==> config.mk <==
export PLATFORM = sky130hd
export DESIGN_NAME = json_string_unescape_utf8
export DESIGN_NICKNAME = d
export VERILOG_FILES = /design/src/rtl/jsu_pkg.sv /design/src/rtl/jsu_front.sv /design/src/rtl/jsu_queue.sv /design/src/rtl/jsu_back.sv /design/src/rtl/json_string_unescape_utf8.sv
export SDC_FILE = /design/constraint.sdc
export NUM_CORES = 1
export LEC_CHECK = 0
export BUFFER_PORTS_ARGS = -buffer_cell sky130_fd_sc_hd__buf_2
export CAP_MARGIN = 0
export CORE_ASPECT_RATIO = 0.75
export CORE_UTILIZATION = 50
export CTS_CLUSTER_SIZE = 14
export DETAILED_ROUTE_END_ITERATION = 6
export PLACE_DENSITY = 0.79
export REMOVE_ABC_BUFFERS = 1
export SLEW_MARGIN = 15
export SYNTH_ARGS = -nofsm -noshare
export SYNTH_HDL_FRONTEND = slang
export SYNTH_SLANG_ARGS = --single-unit
==> constraint.sdc <==
create_clock -name clock -period 6.05 [get_ports clock]
set_input_delay 0.3025 -clock clock [delete_from_list [all_inputs] [get_ports clock]]
set_output_delay 0.3025 -clock clock [all_outputs]
set_load 0.005 [all_outputs]
==> src/rtl/jsu_pkg.sv <==
// ----------------------------------------------------------------------------
// jsu_pkg
// Types, constants and helper functions of the JSON string unescaper.
// ----------------------------------------------------------------------------
package jsu_pkg;

   // Width of the saturating decoded-byte counter and of the reported length.
   localparam int LenBits    = 16;
   localparam int OutLenBits = 16;

   // Command queue between the classifier and the emitter.
   localparam int QueueDepth    = 4;
   localparam int QueuePtrBits  = $clog2(QueueDepth);
   localparam int QueueFillBits = $clog2(QueueDepth + 1);

   // Characters of interest.
   localparam logic [7:0] ChQuote  = 8'h22;
   localparam logic [7:0] ChBslash = 8'h5C;
   localparam logic [7:0] ChSlash  = 8'h2F;
   localparam logic [7:0] ChLowB   = 8'h62;
   localparam logic [7:0] ChLowF   = 8'h66;
   localparam logic [7:0] ChLowN   = 8'h6E;
   localparam logic [7:0] ChLowR   = 8'h72;
   localparam logic [7:0] ChLowT   = 8'h74;
   localparam logic [7:0] ChLowU   = 8'h75;
   localparam logic [7:0] ChNul    = 8'h00;
   localparam logic [7:0] ChSpace  = 8'h20;
   localparam logic [7:0] ChBs     = 8'h08;
   localparam logic [7:0] ChFf     = 8'h0C;
   localparam logic [7:0] ChLf     = 8'h0A;
   localparam logic [7:0] ChCr     = 8'h0D;
   localparam logic [7:0] ChTab    = 8'h09;

   // Top six bits of high and low surrogate code units.
   localparam logic [5:0] HighSurrTag = 6'b110110;
   localparam logic [5:0] LowSurrTag  = 6'b110111;
   localparam logic [20:0] SuppBase   = 21'h10000;

   typedef enum logic [2:0] {
      PH_AWAIT,
      PH_BODY,
      PH_ESC,
      PH_HEX_FIRST,
      PH_WANT_BSLASH,
      PH_WANT_U,
      PH_HEX_SECOND
   } phase_type;

   typedef enum logic [2:0] {
      ST_CONT,
      ST_DONE,
      ST_NO_CLOSE,
      ST_BAD_ESC,
      ST_BAD_HEX,
      ST_BAD_SURR,
      ST_CTRL,
      ST_NO_OPEN
   } status_type;

   // One queued command: up to four bytes to emit, or a single byte-less
   // result carrying a status.
   typedef struct packed {
      logic [3:0][7:0] data;
      logic [2:0]      nbytes;
      status_type      status;
   } cmd_type;

   // Returns {is_hex, digit value}.
   function automatic logic [4:0] hex_value(input logic [7:0] b);
      logic [4:0] r;
      r = 5'd0;
      if (b >= 8'h30 && b <= 8'h39) begin
         r = {1'b1, 4'(b - 8'h30)};
      end else if (b >= 8'h61 && b <= 8'h66) begin
         r = {1'b1, 4'(b - 8'h57)};
      end else if (b >= 8'h41 && b <= 8'h46) begin
         r = {1'b1, 4'(b - 8'h37)};
      end
      return r;
   endfunction

   // UTF-8 encoding of a code point of up to 21 bits.
   function automatic cmd_type utf8_encode(input logic [20:0] u);
      cmd_type c;
      c = '0;
      c.status = ST_CONT;
      if (u <= 21'h7F) begin
         c.data[0] = u[7:0];
         c.nbytes  = 3'd1;
      end else if (u <= 21'h7FF) begin
         c.data[0] = {3'b110, u[10:6]};
         c.data[1] = {2'b10, u[5:0]};
         c.nbytes  = 3'd2;
      end else if (u <= 21'hFFFF) begin
         c.data[0] = {4'b1110, u[15:12]};
         c.data[1] = {2'b10, u[11:6]};
         c.data[2] = {2'b10, u[5:0]};
         c.nbytes  = 3'd3;
      end else begin
         c.data[0] = {5'b11110, u[20:18]};
         c.data[1] = {2'b10, u[17:12]};
         c.data[2] = {2'b10, u[11:6]};
         c.data[3] = {2'b10, u[5:0]};
         c.nbytes  = 3'd4;
      end
      return c;
   endfunction

endpackage

==> src/rtl/jsu_front.sv <==
// ----------------------------------------------------------------------------
// jsu_front
// Classifies each text byte, tracks the escape state and queues a command.
// ----------------------------------------------------------------------------
module jsu_front import jsu_pkg::*; (
   input  logic       clock,
   input  logic       reset,
   input  logic       req_valid,
   input  logic [7:0] req_text_byte,
   input  logic       queue_full,
   output logic       req_ready,
   output logic       push,
   output cmd_type    cmd
);

   phase_type   phase_ff, phase_in;
   logic [15:0] acc_ff, acc_in;
   logic [1:0]  digits_ff, digits_in;
   logic [9:0]  high_ff, high_in;

   logic [4:0]  hex;
   logic [15:0] acc_new;
   status_type  st;

   assign req_ready = !queue_full;
   assign push      = req_valid && req_ready;
   assign hex       = hex_value(req_text_byte);
   assign acc_new   = {acc_ff[11:0], hex[3:0]};

   always_comb begin
      phase_in  = phase_ff;
      acc_in    = acc_ff;
      digits_in = digits_ff;
      high_in   = high_ff;
      st        = ST_CONT;
      cmd       = '0;
      cmd.status = ST_CONT;

      unique case (phase_ff)
         PH_BODY: begin
            priority if (req_text_byte == ChQuote) begin
               st = ST_DONE;
            end else if (req_text_byte == ChBslash) begin
               phase_in = PH_ESC;
            end else if (req_text_byte == ChNul) begin
               st = ST_NO_CLOSE;
            end else if (req_text_byte < ChSpace) begin
               st = ST_CTRL;
            end else begin
               cmd.data[0] = req_text_byte;
               cmd.nbytes  = 3'd1;
            end
         end
         PH_ESC: begin
            phase_in = PH_BODY;
            cmd.nbytes = 3'd1;
            unique case (req_text_byte)
               ChQuote, ChBslash, ChSlash: cmd.data[0] = req_text_byte;
               ChLowB: cmd.data[0] = ChBs;
               ChLowF: cmd.data[0] = ChFf;
               ChLowN: cmd.data[0] = ChLf;
               ChLowR: cmd.data[0] = ChCr;
               ChLowT: cmd.data[0] = ChTab;
               ChLowU: begin
                  cmd.nbytes = 3'd0;
                  phase_in   = PH_HEX_FIRST;
                  acc_in     = 16'd0;
                  digits_in  = 2'd0;
               end
               default: begin
                  cmd.nbytes = 3'd0;
                  st         = ST_BAD_ESC;
               end
            endcase
         end
         PH_HEX_FIRST, PH_HEX_SECOND: begin
            if (!hex[4]) begin
               st = ST_BAD_HEX;
            end else begin
               acc_in = acc_new;
               if (digits_ff != 2'd3) begin
                  digits_in = digits_ff + 2'd1;
               end else begin
                  digits_in = 2'd0;
                  if (phase_ff == PH_HEX_FIRST) begin
                     if (acc_new[15:10] == HighSurrTag) begin
                        high_in  = acc_new[9:0];
                        phase_in = PH_WANT_BSLASH;
                     end else begin
                        cmd      = utf8_encode(21'(acc_new));
                        phase_in = PH_BODY;
                     end
                  end else if (acc_new[15:10] == LowSurrTag) begin
                     cmd      = utf8_encode(SuppBase + 21'({high_ff, acc_new[9:0]}));
                     phase_in = PH_BODY;
                  end else begin
                     st = ST_BAD_SURR;
                  end
               end
            end
         end
         PH_WANT_BSLASH: begin
            if (req_text_byte == ChBslash) phase_in = PH_WANT_U;
            else st = ST_BAD_SURR;
         end
         PH_WANT_U: begin
            if (req_text_byte == ChLowU) begin
               phase_in  = PH_HEX_SECOND;
               acc_in    = 16'd0;
               digits_in = 2'd0;
            end else begin
               st = ST_BAD_SURR;
            end
         end
         default: begin
            if (req_text_byte == ChQuote) phase_in = PH_BODY;
            else st = ST_NO_OPEN;
         end
      endcase

      // A final status ends the string and re-arms for the next one.
      if (st != ST_CONT) begin
         cmd.nbytes = 3'd0;
         cmd.status = st;
         phase_in   = PH_AWAIT;
         acc_in     = 16'd0;
         digits_in  = 2'd0;
         high_in    = 10'd0;
      end
   end

   always_ff @(posedge clock) begin
      if (reset) begin
         phase_ff  <= PH_AWAIT;
         acc_ff    <= 16'd0;
         digits_ff <= 2'd0;
         high_ff   <= 10'd0;
      end else if (push) begin
         phase_ff  <= phase_in;
         acc_ff    <= acc_in;
         digits_ff <= digits_in;
         high_ff   <= high_in;
      end
   end

endmodule

==> src/rtl/jsu_queue.sv <==
// ----------------------------------------------------------------------------
// jsu_queue
// Small register FIFO of commands between classifier and emitter.
// ----------------------------------------------------------------------------
module jsu_queue import jsu_pkg::*; (
   input  logic    clock,
   input  logic    reset,
   input  logic    push,
   input  cmd_type push_cmd,
   input  logic    pop,
   output cmd_type head,
   output logic    empty,
   output logic    full
);

   cmd_type                   slot_ff [QueueDepth];
   logic [QueuePtrBits-1:0]   wr_ptr_ff, rd_ptr_ff;
   logic [QueueFillBits-1:0]  fill_ff;
   logic                      do_push, do_pop;

   assign empty   = (fill_ff == QueueFillBits'(0));
   assign full    = (fill_ff == QueueFillBits'(QueueDepth));
   assign head    = slot_ff[rd_ptr_ff];
   assign do_push = push && !full;
   assign do_pop  = pop && !empty;

   function automatic logic [QueuePtrBits-1:0] bump(input logic [QueuePtrBits-1:0] p);
      return (p == QueuePtrBits'(QueueDepth - 1)) ? QueuePtrBits'(0) : p + 1'b1;
   endfunction

   always_ff @(posedge clock) begin
      if (do_push) slot_ff[wr_ptr_ff] <= push_cmd;
   end

   always_ff @(posedge clock) begin
      if (reset) begin
         wr_ptr_ff <= '0;
         rd_ptr_ff <= '0;
         fill_ff   <= '0;
      end else begin
         if (do_push) wr_ptr_ff <= bump(wr_ptr_ff);
         if (do_pop)  rd_ptr_ff <= bump(rd_ptr_ff);
         if (do_push && !do_pop) fill_ff <= fill_ff + 1'b1;
         else if (do_pop && !do_push) fill_ff <= fill_ff - 1'b1;
      end
   end

endmodule

==> src/rtl/jsu_back.sv <==
// ----------------------------------------------------------------------------
// jsu_back
// Expands queued commands into results, keeps the decoded-byte count.
// ----------------------------------------------------------------------------
module jsu_back import jsu_pkg::*; (
   input  logic                  clock,
   input  logic                  reset,
   input  cmd_type               head,
   input  logic                  queue_empty,
   output logic                  pop,
   output logic                  rsp_valid,
   input  logic                  rsp_ready,
   output logic [7:0]            rsp_out_byte,
   output logic                  rsp_out_valid,
   output logic [2:0]            rsp_status,
   output logic [OutLenBits-1:0] rsp_string_length,
   output logic                  rsp_last
);

   logic                  valid_ff;
   logic [1:0]            idx_ff;
   logic [LenBits-1:0]    count_ff, count_in;
   logic [7:0]            byte_ff, byte_in;
   logic                  bvalid_ff, bvalid_in;
   status_type            status_ff, status_in;
   logic [OutLenBits-1:0] len_ff, len_in;
   logic                  last_ff, last_in;

   logic                  load, fire, is_last;
   logic [2:0]            nres;
   logic [LenBits-1:0]    count_inc;

   assign load      = !valid_ff || rsp_ready;
   assign fire      = load && !queue_empty;
   assign nres      = (head.nbytes == 3'd0) ? 3'd1 : head.nbytes;
   assign is_last   = ({1'b0, idx_ff} + 3'd1) == nres;
   assign pop       = fire && is_last;
   assign count_inc = (count_ff == {LenBits{1'b1}}) ? count_ff : count_ff + 1'b1;

   always_comb begin
      count_in  = count_ff;
      byte_in   = 8'd0;
      bvalid_in = 1'b0;
      status_in = head.status;
      len_in    = OutLenBits'(count_ff);
      last_in   = is_last;
      if (head.nbytes != 3'd0) begin
         byte_in   = head.data[idx_ff];
         bvalid_in = 1'b1;
         status_in = ST_CONT;
         count_in  = count_inc;
         len_in    = OutLenBits'(count_inc);
      end else if (head.status != ST_CONT) begin
         count_in = '0;
      end
   end

   always_ff @(posedge clock) begin
      if (reset) begin
         valid_ff <= 1'b0;
         idx_ff   <= 2'd0;
         count_ff <= '0;
      end else if (load) begin
         valid_ff <= !queue_empty;
         if (fire) begin
            idx_ff   <= is_last ? 2'd0 : idx_ff + 2'd1;
            count_ff <= count_in;
         end
      end
   end

   always_ff @(posedge clock) begin
      if (fire) begin
         byte_ff   <= byte_in;
         bvalid_ff <= bvalid_in;
         status_ff <= status_in;
         len_ff    <= len_in;
         last_ff   <= last_in;
      end
   end

   assign rsp_valid         = valid_ff;
   assign rsp_out_byte      = byte_ff;
   assign rsp_out_valid     = bvalid_ff;
   assign rsp_status        = status_ff;
   assign rsp_string_length = len_ff;
   assign rsp_last          = last_ff;

endmodule

==> src/rtl/json_string_unescape_utf8.sv <==
// ----------------------------------------------------------------------------
// json_string_unescape_utf8
// Streaming decoder of one quoted JSON string into UTF-8 bytes.
// ----------------------------------------------------------------------------
// The req channel takes the text one byte per request (zero ends the text).
// The rsp channel returns, per request, one to four results: a decoded byte
// with out_valid set, or a byte-less result; last marks the final result of
// a request, and a nonzero status closes the string with its outcome and
// the decoded length (saturating). After a final status the block waits for
// the opening quote of the next string.
// An accepted request is written into the command queue, and its first
// result is registered in the emitter output stage. Throughput is one
// request per cycle as long as each request yields one result and the
// receiver is ready; the last hex digit of a \u escape yields up to four
// results, which the emitter sends one per cycle while rsp_ready is high.
// A four-entry command queue between classifier and emitter absorbs these
// bursts and receiver stalls; req_ready drops only when the queue is full.
// Synchronous reset empties the queue, drops rsp_valid and re-arms the
// classifier for an opening quote. While rsp_ready is low the current
// result is held unchanged.
// ----------------------------------------------------------------------------
module json_string_unescape_utf8 import jsu_pkg::*; (
   input  logic                  clock,
   input  logic                  reset,
   input  logic                  req_valid,
   output logic                  req_ready,
   input  logic [7:0]            req_text_byte,
   output logic                  rsp_valid,
   input  logic                  rsp_ready,
   output logic [7:0]            rsp_out_byte,
   output logic                  rsp_out_valid,
   output logic [2:0]            rsp_status,
   output logic [OutLenBits-1:0] rsp_string_length,
   output logic                  rsp_last
);

   // Classifier to queue.
   logic    push;
   cmd_type push_cmd;

   // Queue to emitter.
   cmd_type head;
   logic    queue_empty;
   logic    queue_full;
   logic    pop;

   // The classifier decides per byte what it produces and updates the
   // escape and surrogate state as soon as the byte is accepted.
   jsu_front u_front (
      .clock         (clock),
      .reset         (reset),
      .req_valid     (req_valid),
      .req_text_byte (req_text_byte),
      .queue_full    (queue_full),
      .req_ready     (req_ready),
      .push          (push),
      .cmd           (push_cmd)
   );

   jsu_queue u_queue (
      .clock    (clock),
      .reset    (reset),
      .push     (push),
      .push_cmd (push_cmd),
      .pop      (pop),
      .head     (head),
      .empty    (queue_empty),
      .full     (queue_full)
   );

   // The emitter walks the bytes of the head command, one result per cycle
   // unless stalled, and counts decoded bytes till a final status clears it.
   jsu_back u_back (
      .clock             (clock),
      .reset             (reset),
      .head              (head),
      .queue_empty       (queue_empty),
      .pop               (pop),
      .rsp_valid         (rsp_valid),
      .rsp_ready         (rsp_ready),
      .rsp_out_byte      (rsp_out_byte),
      .rsp_out_valid     (rsp_out_valid),
      .rsp_status        (rsp_status),
      .rsp_string_length (rsp_string_length),
      .rsp_last          (rsp_last)
   );

endmodule

### Yosys cells after proc, flatten, opt, wreduce, memory -nomap -nowiden

Memories as Yosys holds them, arrays and structs flattened. A register that Yosys moved wholly into a read port is not among the register bits.
Cells that the tools add are included.

| cells by class | value |
|---|---|
| $add $sub $neg | 12 |
| eq/ne operators | 32 |
| reduce and logical (&&, ||, !) cells | 40 |
| order comparisons | 13 |
| multiplexer cells | 86 |

Operators by type and width:

| operator | count |
|---|---|
| two-way mux 38 bit | 5 |
| two-way mux 16 bit | 6 |
| two-way mux 3 bit | 26 |
| two-way mux 11 bit | 6 |
| two-way mux 10 bit | 6 |
| == test 8 x 7 -> 1 bit, second input constant | 7 |
| two-way mux 24 bit | 2 |
| case mux 8 bit (6 select lines) | 1 |
| two-way mux 12 bit | 3 |
| case mux 11 bit (3 select lines) | 1 |
| case mux 3 bit (5 select lines) | 2 |
| two-way mux 25 bit | 1 |
| two-way mux 8 bit | 3 |
| case mux 12 bit (2 select lines) | 1 |
| two-way mux 2 bit | 11 |
| adder 17 x 20 -> 21 bit, first input constant | 1 |
| less-or-equal comparator 21 x 11 -> 1 bit, second input constant | 1 |
| less-or-equal comparator 21 x 16 -> 1 bit, second input constant | 1 |
| less-or-equal comparator 21 x 7 -> 1 bit, second input constant | 1 |
| two-way mux 19 bit | 1 |
| two-way mux 17 bit | 1 |
| adder 16 x 1 -> 16 bit, second input constant | 1 |
| binary-select mux 8 bit (select 2 bit) | 1 |
| == test 16 bit, second input constant | 1 |
| 46 further kinds | 93 |

| storage, ports and cells | value |
|---|---|
| memory bits (writable) | 152 |
| register bits | 82 |
| memories kept | 1 |

Memory list:

| memory | words | bits a word | read ports | clocked after memory_dff | wr ports | line | RTL |
|---|---|---|---|---|---|---|---|
| u_queue.slot_ff | 4 | 38 | 1 | 1 | 1 | jsu_queue.sv:16 | `cmd_type slot_ff [QueueDepth];` |

### Logic depth before layout (Yosys ltp)

| logic depth | value |
|---|---|
| depth in word-level cells | 16 |
| mapped depth | 13 |

### Modules after synthesis

From an unflattened synthesis, not the netlist that was laid out.

| unflattened totals | value |
|---|---|
| cell total of the unflattened synthesis | 948 |
| area total of the unflattened synthesis | 11815.1 µm² |

Modules (own cells, without submodules):

| module | instances | cells each | area an instance (µm²) |
|---|---|---|---|
| jsu_queue | 1 | 248 | 5973.2 |
| jsu_front | 1 | 453 | 3168.0 |
| jsu_back | 1 | 247 | 2673.8 |

### Least setup slack after synthesis

OpenSTA, ideal clock, no wires.

| path | value |
|---|---|
| path kind | input to register |
| start | in req_text_byte[0] |
| end | mem u_queue.slot_ff[0][8] in the netlist's numbering (data pin) |
| data arrival time | 3.104 ns |
| cell stages on the path | 12 |
| slack | 2.667 ns |
| setup time | 0.279 ns |
| path buffers | 2 |
| path through | clkbuf_1 inv_1 ha_1 or3b_4 a311oi_2 a32oi_2 a211oi_2 mux2_4 buf_6 a221o_1 a221oi_2 o31ai_1 |

RTL lines:

| item | line | RTL |
|---|---|---|
| start, declared | json_string_unescape_utf8.sv:27 | `input logic [7:0] req_text_byte,` |
| end, declared | jsu_queue.sv:16 |  |

==> results.yml <==
floorplan:
  initial_core_util_pct: 51.04
  io_pins: 43
  core.rowCount: 47
  die_h_um: 131.9
  die-area_um2: 23120
  fp.dieW_um: 175.3
  fp.coreArea_um2: 22050
placement:
  dp_hpwl_mm: 18.57
  placed_area_um2: 11660
  port_buffers: 42
  routabilityCongestion: 0.9871
hold_path:
  hold_class: "input pin to flop"
clock_network:
  cts.clk_slew.worst_paths_ps: 60
  cts_setup_buffers: 0
  clkLatencyLatePin_ps: 520
  cts_buffers: 22
  cts_hold_buf: 0
  cts_tree: "done"
  cts_sinks: 224
  cts_resized: 0
  htreeDepth: 1
  cts_buffer_depth: 3
  cts_root_buf: "clkbuf_16"
grt:
  grt_usage_pct: 24.14
  grt_pass1_vias: 7734
  grt_overflow_total: 0
  grt_pass1_wl_mm: 43.62
  antenna_found_initial: 0
  grt_max_degree: 55
flow_run:
  max_cap_viol_count: 0
critical_path:
  max_stage_delay_ps: 990
  crit_path_end_kind: "flop"
  arrival_ps: 4160
  critPathKind: "flop to flop"
  critPathSlowestCell: "dfxtp_1"
  cp_max_fo: 20
  cp-start-kind: "flop"
  cp_cell_sequence: "mux4_2, nor4bb_1, a31oi_1, o21ai_1, nand2_1, ha_1, inv_1, fa_1, xor2_1, or3_1, a21oi_1"
  critPathRequiredTime_ps: 6490
synthesis:
  yosys-top-cells-count: "edfxtp_1 (169), nor2_1 (98), nand2_1 (70)"
  yosysUniqueCellTypes: 92
  synth_top_area_share_pct: 45.09
  synth_area_leader_cell: "edfxtp_1"
  post-synth-top-count-cell: "edfxtp_1"
  synth_area_leaders: "edfxtp_1 (45%), dfxtp_1 (9.8%), mux4_2 (8.4%), nor2_1 (3.3%), nand2_1 (2.3%)"
  syn_inst: 947
  ys_seq_elements: 224
  yosysSeqAreaShare_pct: 54.87
  synth-async-reset-ratio_pct: 0
  syn_area_um2: 11260
  yosys_warnings: 0
  synth_edf_count: 169
  avgSynthCellArea_um2: 11.89
  yosys_most_used_dff: "edfxtp_1"
routing:
  wl_per_cell_um: 21.96
  drt_iter0_markers: 1211
  avgViaCountPerCell: 6.460
  drcViolationCount: 0
  drt_first_pass_iters: 5
  num_vias: 8237
  ant_nets: 0
  totalWireLength_mm: 28.01
finish:
  multi_input_area_um2: 4721
  fill_cells: 1793
  areaGrowthSynthToFinish_pct: 10.27
  seq_area_um2: 6177
  fin_nets: 994
  n_antenna_cell: 0
  fin_area_um2: 12410
  drive_above_1_share_pct: 16.82
status:
  status: "completed"
power_and_ir_drop:
  switching_share_pct: 27.78
  power_density_nw_per_um2: 351.9
  switchingPower_mw: 1.213
  intPower_mw: 3.154
  ir_worst_vdd_v: 0.0001945
  power_frac_comb_pct: 21.3
  clkPwrFrac_pct: 32.3
  leakage_nw: 4.206
  power_frac_seq_pct: 46.4
sta:
  timing.final.max_slew_violations: 0
  maxSlewHeadroom_pct: 15.64
  setup_viol: 0
  finClkSkew_ps: 14.16
  rsz0062_at_grt: "no"
  finalHoldViolCount: 0
  tightest_slew_ps: 1261
  timing.fmax_mhz: 268.9
  finalSetupTns_ps: 0
  fin_crit_sh_pct: 61.47
  fin_crit_ps: 3719
-- placed cells by master (no fill, tap or decap), types with 19 or more instances in the layout --
| cell | n |
|---|---|
| nand2_1 | 70 |
| buf_2 | 42 |
| clkbuf_16 | 22 |
| edfxtp_1 | 169 |
| nor2_1 | 98 |
| o21ai_0 | 33 |
| a21oi_1 | 50 |
| dfxtp_1 | 54 |
| inv_1 | 28 |
| and2_1 | 19 |
| mux4_2 | 42 |
-- per-stage QoR --
step | hold WS, ps | std cells | util, % | power [mW] | setup WS, ps
after global routing | 103.1 | 1275 | 56.28 | 4.543 | 2033
after global placement | 452.4 | 1235 | 52.89 | 2.948 | 2181
after CTS | 82.96 | 1275 | 56.28 | 4.387 | 2328
after detailed placement | 491.6 | 1235 | 52.89 | 2.991 | 2142
final | 86.50 | 1275 | 56.28 | 4.367 | 2331
after floorplan | 371.6 | 889 | - | 2.633 | 1648
-- cells by family after synthesis --
| family | share of synthesized area (%) |
|---|---|
| compound gates | 14.54 |
| xor+xnor | 1.089 |
| fa+ha+maj | 1.956 |
| buf+inv | 3.246 |
| flops | 54.87 |
| mux | 9.827 |
| simple gates | 14.47 |
-- layer usage --
layer  part of all wire (%)  wire length, um  GRT usage, %
met1                     44            12440         36.63
met4                    2.0              560         6.135
met2                     44            12230         35.36
met3                    9.9             2774         4.988
met5                      0                0             0
-- path summary, 6_finish.rpt --
| check | from | end | slack, ps | depth (start not counted) |
|---|---|---|---|---|
| setup / recovery | flop | u_queue.fill_ff[2]$_SDFFE_PP0P_ | 2330 | 11 |
| hold / removal | rsp_ready | u_back.rsp_valid$_SDFFE_PP0N_ | 90 | 4 |
| setup reg to reg | flop | u_queue.fill_ff[2]$_SDFFE_PP0P_ | 2330 | 11 |
| hold reg to reg | u_queue.wr_ptr_ff[1]$_SDFFE_PP0P_ | u_queue.wr_ptr_ff[1]$_SDFFE_PP0P_ | 500 | 2 |
-- flip-flops by register name, indices dropped and copies added (netlist names), named ones only --
register and flops:
u_back.count_ff 16, u_queue.wr_ptr_ff 2, u_front.acc_ff 12, u_queue.fill_ff 3, u_queue.rd_ptr_ff 2, u_back.rsp_out_valid 1, u_back.rsp_last 1, u_front.high_ff 10
u_back.rsp_valid 1, u_queue.slot_ff 140, u_back.rsp_status 3, u_front.phase_ff 3, u_back.idx_ff 2, u_front.digits_ff 2, u_back.rsp_string_length 16, u_back.rsp_out_byte 8
-- area by class of cell --
cell class / count / area share, %
clock buffers: 34 / 5.282
clock inverters: 6 / 0.7460
well taps: 294 / 2.964
repair buffers: 52 / 2.298
flip-flops and latches: 224 / 49.77
multi-input cells: 635 / 38.03
inverters: 30 / 0.9073
-- power by group through the flow --
stage | clock [mW] | sequential (mW) | combinational (mW)
global placement | 0 | 2.05 | 0.897
finish | 1.41 | 2.03 | 0.929
CTS | 1.42 | 2.03 | 0.933
detailed placement | 0 | 2.06 | 0.926
global route | 1.47 | 2.05 | 1.02
floorplan | 0 | 2.07 | 0.565
-- critical path, delay by kind of cell, from the launching register on --
kind,cells,cell delay [ps]
adders and majority gates,2,470
muxes,1,490
DFF,1,990
AOI/OAI and AO/OA,3,620
and+or+nand+nor,3,920
buffers and inverters,1,80
xor gates and xnor gates,1,90
Power figures use the tool's default switching activity.
